$ cat src/sv/pcbe_pkg.sv
// ----------------------------------------------------------------------------
// pcbe_pkg
// Shared codes, widths and control types of the piecewise cubic Bezier
// evaluator.
// ----------------------------------------------------------------------------
`default_nettype none

package pcbe_pkg;

  // Fixed field widths of the stream ports
  localparam int SEGIDX_W = 6;   // segment index of a load beat
  localparam int CNT_W    = 7;   // segment count register

  // Growth of coefficients and the Horner accumulator over a coordinate
  localparam int CF_GROW  = 4;
  localparam int ACC_GROW = 5;

  // Beat kind carried on in_tuser
  typedef enum logic {
    OP_LOAD = 1'b0,
    OP_EVAL = 1'b1
  } op_t;

  // Control that the front end hands to every lane
  typedef struct packed {
    logic advance;  // pipeline moves one stage, coefficient read issues
    logic load;     // write the converted coefficients of this beat
  } lane_ctl_t;

endpackage

`default_nettype wire

$ cat src/sv/pcbe_merge.sv
// ----------------------------------------------------------------------------
// pcbe_merge
// Joins the x and y lanes: saturates each coordinate, flags clipping and
// holds the finished point in the output register.
// ----------------------------------------------------------------------------
`default_nettype none

module pcbe_merge #(
  parameter int COORD_BITS = 24
) (
  input  wire logic                                       clk,
  input  wire logic                                       rst_n,
  input  wire logic                                       push,
  input  wire logic signed [COORD_BITS+pcbe_pkg::ACC_GROW-1:0] acc_x,
  input  wire logic signed [COORD_BITS+pcbe_pkg::ACC_GROW-1:0] acc_y,
  input  wire logic                                       out_tready,
  output logic                                            out_tvalid,
  output logic signed [COORD_BITS-1:0]                    curve_x,
  output logic signed [COORD_BITS-1:0]                    curve_y,
  output logic                                            clipped
);

  import pcbe_pkg::*;

  localparam int ACC_W = COORD_BITS + ACC_GROW;
  localparam int TOP_W = ACC_W - COORD_BITS + 1;

  logic                  valid_r;
  logic [COORD_BITS-1:0] x_r, y_r, x_nxt, y_nxt;
  logic                  clip_r;
  logic                  ovf_x, ovf_y;

  // Saturate to the signed coordinate range
  always_comb begin
    ovf_x = acc_x[ACC_W-1:COORD_BITS-1] != {TOP_W{acc_x[ACC_W-1]}};
    ovf_y = acc_y[ACC_W-1:COORD_BITS-1] != {TOP_W{acc_y[ACC_W-1]}};
    x_nxt = ovf_x ? {acc_x[ACC_W-1], {(COORD_BITS-1){~acc_x[ACC_W-1]}}}
                  : acc_x[COORD_BITS-1:0];
    y_nxt = ovf_y ? {acc_y[ACC_W-1], {(COORD_BITS-1){~acc_y[ACC_W-1]}}}
                  : acc_y[COORD_BITS-1:0];
  end

  // Output valid: set on push, else drop on take
  always_ff @(posedge clk) begin
    if (!rst_n) begin
      valid_r <= 1'b0;
    end else if (push) begin
      valid_r <= 1'b1;
    end else if (out_tready) begin
      valid_r <= 1'b0;
    end
  end

  // Output payload
  always_ff @(posedge clk) begin
    if (push) begin
      x_r    <= x_nxt;
      y_r    <= y_nxt;
      clip_r <= ovf_x | ovf_y;
    end
  end

  assign out_tvalid = valid_r;
  assign curve_x    = x_r;
  assign curve_y    = y_r;
  assign clipped    = clip_r;

endmodule

`default_nettype wire

$ cat config.mk
export PLATFORM = sky130hd
export DESIGN_NAME = pcbe_merge
export DESIGN_NICKNAME = d
export VERILOG_FILES = /design/src/sv/pcbe_pkg.sv /design/src/sv/pcbe_merge.sv
export SDC_FILE = /design/constraint.sdc
export NUM_CORES = 1
export LEC_CHECK = 0
export BUFFER_PORTS_ARGS = -buffer_cell sky130_fd_sc_hd__buf_4
export CAP_MARGIN = 30
export CORE_MARGIN = 10
export CORE_UTILIZATION = 45
export CTS_BUF_LIST = sky130_fd_sc_hd__clkbuf_4 sky130_fd_sc_hd__clkbuf_8
export DETAILED_ROUTE_END_ITERATION = 8
export PLACE_DENSITY = 0.85
export SYNTH_ARGS = -nofsm -noshare
export SYNTH_HDL_FRONTEND = slang
export SYNTH_SLANG_ARGS = --single-unit
export TNS_END_PERCENT = 30
$ cat constraint.sdc
create_clock -name clk -period 1.76 [get_ports clk]
set_clock_uncertainty 0.15 [all_clocks]
set_input_delay 0.44 -clock clk [delete_from_list [all_inputs] [get_ports clk]]
set_output_delay 0.44 -clock clk [all_outputs]
set_load 0.01 [all_outputs]
-- Word-level counts from Yosys, hierarchy flattened
Cells that the tools add are included.
- add/subtract/negate cells: 0
- multipliers: 0
- divide/modulo/power cells: 0
- $lt $le $gt $ge: 0
- equal/unequal tests: 2
- shift operators: 0
- muxes and demuxes: 4
- bitwise gates (word level): 3
- reductions and logical operators: 1
- operators with widths (cell ; count):
    $mux W24 ; 2
    $ne A5 B5 Y1 ; 2
    $mux W1 ; 2
    $not A1 Y1 ; 2
    $reduce_bool A2 Y1 ; 1
    $or A1 B1 Y1 ; 1
- flip-flop bits (word level): 50
- bits in latches: 0
- RAM bits: 0
- memory bits (read-only): 0
- memories kept: 0

-- Logic depth before layout (Yosys ltp)
- depth after elaboration: 2
- gate-level depth with buffers: 4

-- Worst setup path after synthesis
OpenSTA, ideal clock, no wires.
- path type: in2reg
- start: input acc_y[24] (netlist name)
- end: register y_r[10], in the netlist curve_y[10], data pin
- setup time: 254 ps
- arrival time: 1031 ps
- setup slack: 324 ps
- stages on the path: 4
- buffers on the path: 1
- cell sequence: nor3_2 > a21oi_2 > buf_6 > o21a_1
- word-level cells in the longest chain between the ends: 2
- RTL lines (item ; line ; RTL):
    from (decl) ; pcbe_merge.sv:15 ; input wire logic signed [COORD_BITS+pcbe_pkg::ACC_GROW-1:0] acc_y,
    $ne A5 B5 Y1 ; pcbe_merge.sv:36 ; ovf_y = acc_y[ACC_W-1:COORD_BITS-1] != {TOP_W{acc_y[ACC_W-1]}};
    $mux W24 ; pcbe_merge.sv:39 ; y_nxt = ovf_y ? {acc_y[ACC_W-1], {(COORD_BITS-1){~acc_y[ACC_W-1]}}}
    via y_nxt[10] ; pcbe_merge.sv:29 ; logic [COORD_BITS-1:0] x_r, y_r, x_nxt, y_nxt;
    to (signal assigned) ; pcbe_merge.sv:58 ; y_r <= y_nxt;
    to (decl) ; pcbe_merge.sv:29 ;
The timed path passes the listed nets, and every way through them passes these cells.
A chain may end at the register's enable or synchronous reset.

-- Worst setup path after layout
Same ends and word-level chain as after synthesis.

==> run_results.csv <==
group,metric,value,unit
timing,hold_viol_final,0,
synth,synth-async-reset-ratio,0,
floorplanning,die_area,7770,µm²
synth,synth.distinct_cells,18,
floorplanning,dieWidth,88.1,µm
synth,synth-edff-count,49,
final_layout,fin_nets,304,
placement,portBuffers,111,
power_and_ir_drop,leakagePower,1.27,nW
cts,cts_buffers,5,
synth,ys_seq_area_frac,0.714,
cts,htree_levels,2,
synth,yosys.area.top_type,"edfxtp_1",
timing,tightest_slew,0.995,ns
final_layout,num_antenna_cells,0,
drt,firstDrtPassIters,4,
worst_setup_path,required,1.77,ns
grt,grt_pass1_vias,1552,
drt,wire_per_inst,18.1,µm
grt,grt_max_degree,24,
cts,clk_pin_slew,0.08,ns
synth,synth.cell_area,2090,µm²
worst_setup_path,reg2reg_slack,0.91,ns
power_and_ir_drop,switchingPower,0.561,mW
worst_setup_path,crit_path_end_kind,"flop",
placement,gp_congestion,0.747,
power_and_ir_drop,powerDensity,838,nW/µm²
drt,via_per_inst,4.97,
floorplanning,start_util,0.473,
synth,synth_cells,127,
drt,drtIter0Drc,50,
drt,routed_wl,5320,µm
worst_setup_path,crit_start,"acc_y[24]",
final_layout,final_cells,294,
worst_setup_path,reg2reg_from,"out_tvalid",
synth,postSynthAreaPerCell,16.5,µm²
job,drv_cap,0,
cts,cts.path.max_buffers,2,
cts,cts_root_buf,"clkbuf_8",
power_and_ir_drop,switching_share,0.218,
worst_hold_path,hold_start,"rst_n",
placement,placed_cells,287,
power_and_ir_drop,max-vdd-ir-drop,0.000333,V
grt,grt_remaining_overflow,0,
synth,syn-num-nets,189,
grt,grt_usage,0.130,
cts,post-cts-setup-buffers,0,
timing,final_max_slew_viol_count,0,
worst_setup_path,critPathMaxStageDelay,0.78,ns
worst_setup_path,cp.arrival,1.56,ns
final_layout,syn_to_final_growth,46.6,%
cts,cts-resized-gates,0,
worst_setup_path,crit_path_start_kind,"primary input",
power_and_ir_drop,intPower,2.01,mW
power_and_ir_drop,seq_power_share,0.566,
final_layout,fill_cells,303,
synth,yosysTopAreaCellShare,0.704,
worst_setup_path,cp.depth,4,
worst_setup_path,r2r_cells,2,
floorplanning,std_cell_rows,24,
floorplanning,die_h,88.1,µm
timing,rsz0062_at_grt,"false",
timing,finalCritPeriodShare,0.881,
drt,final_antenna_net_count,0,
final_layout,drive_gt1_frac,0.545,
worst_setup_path,worstReg2RegEnd,"out_tvalid",
timing,clock.fmax,0.645,GHz
floorplanning,core,4410,µm²
grt,antenna_found_initial,0,
worst_setup_path,slowest_stage,"a21oi_2",
timing,setup_viol,0,
worst_setup_path,worstPathCellList,"buf_4, nor3_2, a21oi_2, o21a_1",
synth,ys_seq_elements,50,
worst_setup_path,worstPathMaxFanout,23,
synth,yosysWarnings,0,
final_layout,regArea,1490,µm²
cts,clkSinkCount,50,
power_and_ir_drop,combinationalPowerShare,0.190,
floorplanning,io_pins,112,
power_and_ir_drop,power_frac_clock,0.244,
synth,synth_flop_cell,"edfxtp_1",
worst_setup_path,cp.buffers_inverters,1,
placement,place_hpwl,4270,µm
timing,tns,0,ns
drt,drc_errors,0,
worst_setup_path,endpoint,"curve_y[10]",
grt,grt_pass1_wl,7850,µm
cts,hold_buffers,0,
outcome,status,"completed",
synth,synth_area_leaders,"edfxtp_1, o21a_1, buf_6",
final_layout,multiInputGateArea,493,µm²
worst_hold_path,hold_class,"primary input to flop",
timing,slew_headroom,0.337,
power_and_ir_drop,power.total,2.57,mW
drt,via_count,1461,
timing,layout_min_cycle_time,1.55,ns
synth,synthTopCellsByCount,"edfxtp_1, o21a_1, buf_6",
cts,cts_tree,"yes",
worst_setup_path,criticalPathCategory,"primary input to flop",
worst_setup_path,crit_family,"compound AO/OA/AOI/OAI gates",
synth,yosysMostFrequentCell,"edfxtp_1",
cts,clk_latency,0.28,ns
-- routing by layer --
layer	part of all wire	vias up	track usage	wire, µm
met5	0	-	0	0
met4	0.022	0	0.0656	116
met3	0.083	8	0.0344	444
met2	0.55	61	0.249	2910
met1	0.35	681	0.124	1850
li1	-	711	-	-
-- cells in the final DEF (no fill, tap or decap), types with 2 or more instances in the layout --
cell type | netlist | layout
buf_12 | 0 | 3
clkbuf_4 | 0 | 2
nand3_1 | 2 | 2
nor3_2 | 2 | 2
a21oi_2 | 2 | 2
o21ai_4 | 2 | 2
edfxtp_1 | 49 | 49
clkbuf_8 | 0 | 5
o21a_1 | 47 | 47
inv_1 | 2 | 2
buf_4 | 0 | 115
nor2_1 | 3 | 3
-- through the flow --
stage               cell area (µm²)  hold slack (ns)  utilization  setup WS [ns]
floorplan                      2090            0.402            -          0.324
global placement               2980            0.422        0.675        -0.0993
detailed placement             2980            0.431        0.675         -0.104
CTS                            3060            0.198        0.694          0.210
global route                   3060            0.203        0.694          0.127
finish                         3060            0.208        0.694          0.209
-- sequential cells by signal, summed over array words and instances (netlist names) --
register    cells
curve_y        24
curve_x        24
out_tvalid      1
clipped         1
-- layout make-up --
cell class,count,share of cell area
Tap cell,52,0.0212
Clock buffer,7,0.0274
Sequential cell,50,0.487
Timing Repair Buffer,118,0.301
Multi-Input combinational cell,65,0.161
Inverter,2,0.00245
-- worst min path at each step --
stage | endpoint | slack [ns] | cells after the start
finish | out_tvalid | 0.21 | 2
global route | out_tvalid | 0.20 | 2
CTS | out_tvalid | 0.20 | 2
detailed placement | out_tvalid | 0.43 | 2
global placement | out_tvalid | 0.42 | 2
floorplan | clipped | 0.40 | 0
-- worst register-to-register path: cells and delay by family, from the launching register on --
kind | cells | cell delay, ns
flops | 1 | 0.32
compound gates | 1 | 0.16
simple gates | 1 | 0.12
-- power by group through the flow --
| stage | Sequential (mW) | Combinational (mW) | Clock (mW) |
|---|---|---|---|
| floorplan | 1.54 | 0.121 | 0 |
| global placement | 1.48 | 0.487 | 0 |
| detailed placement | 1.48 | 0.497 | 0 |
| CTS | 1.45 | 0.498 | 0.652 |
| global route | 1.46 | 0.524 | 0.706 |
| finish | 1.45 | 0.488 | 0.625 |
-- cells by family (layout without fill, tap and decap cells) --
logic type / after synthesis / in the layout / synth area share
AND/OR/NAND/NOR: 13 / 13 / 0.0401
AO/OA/AOI/OAI: 52 / 52 / 0.196
flip-flops: 50 / 50 / 0.714
buffers and inverters: 12 / 127 / 0.0503
Power figures use the tool's default switching activity.
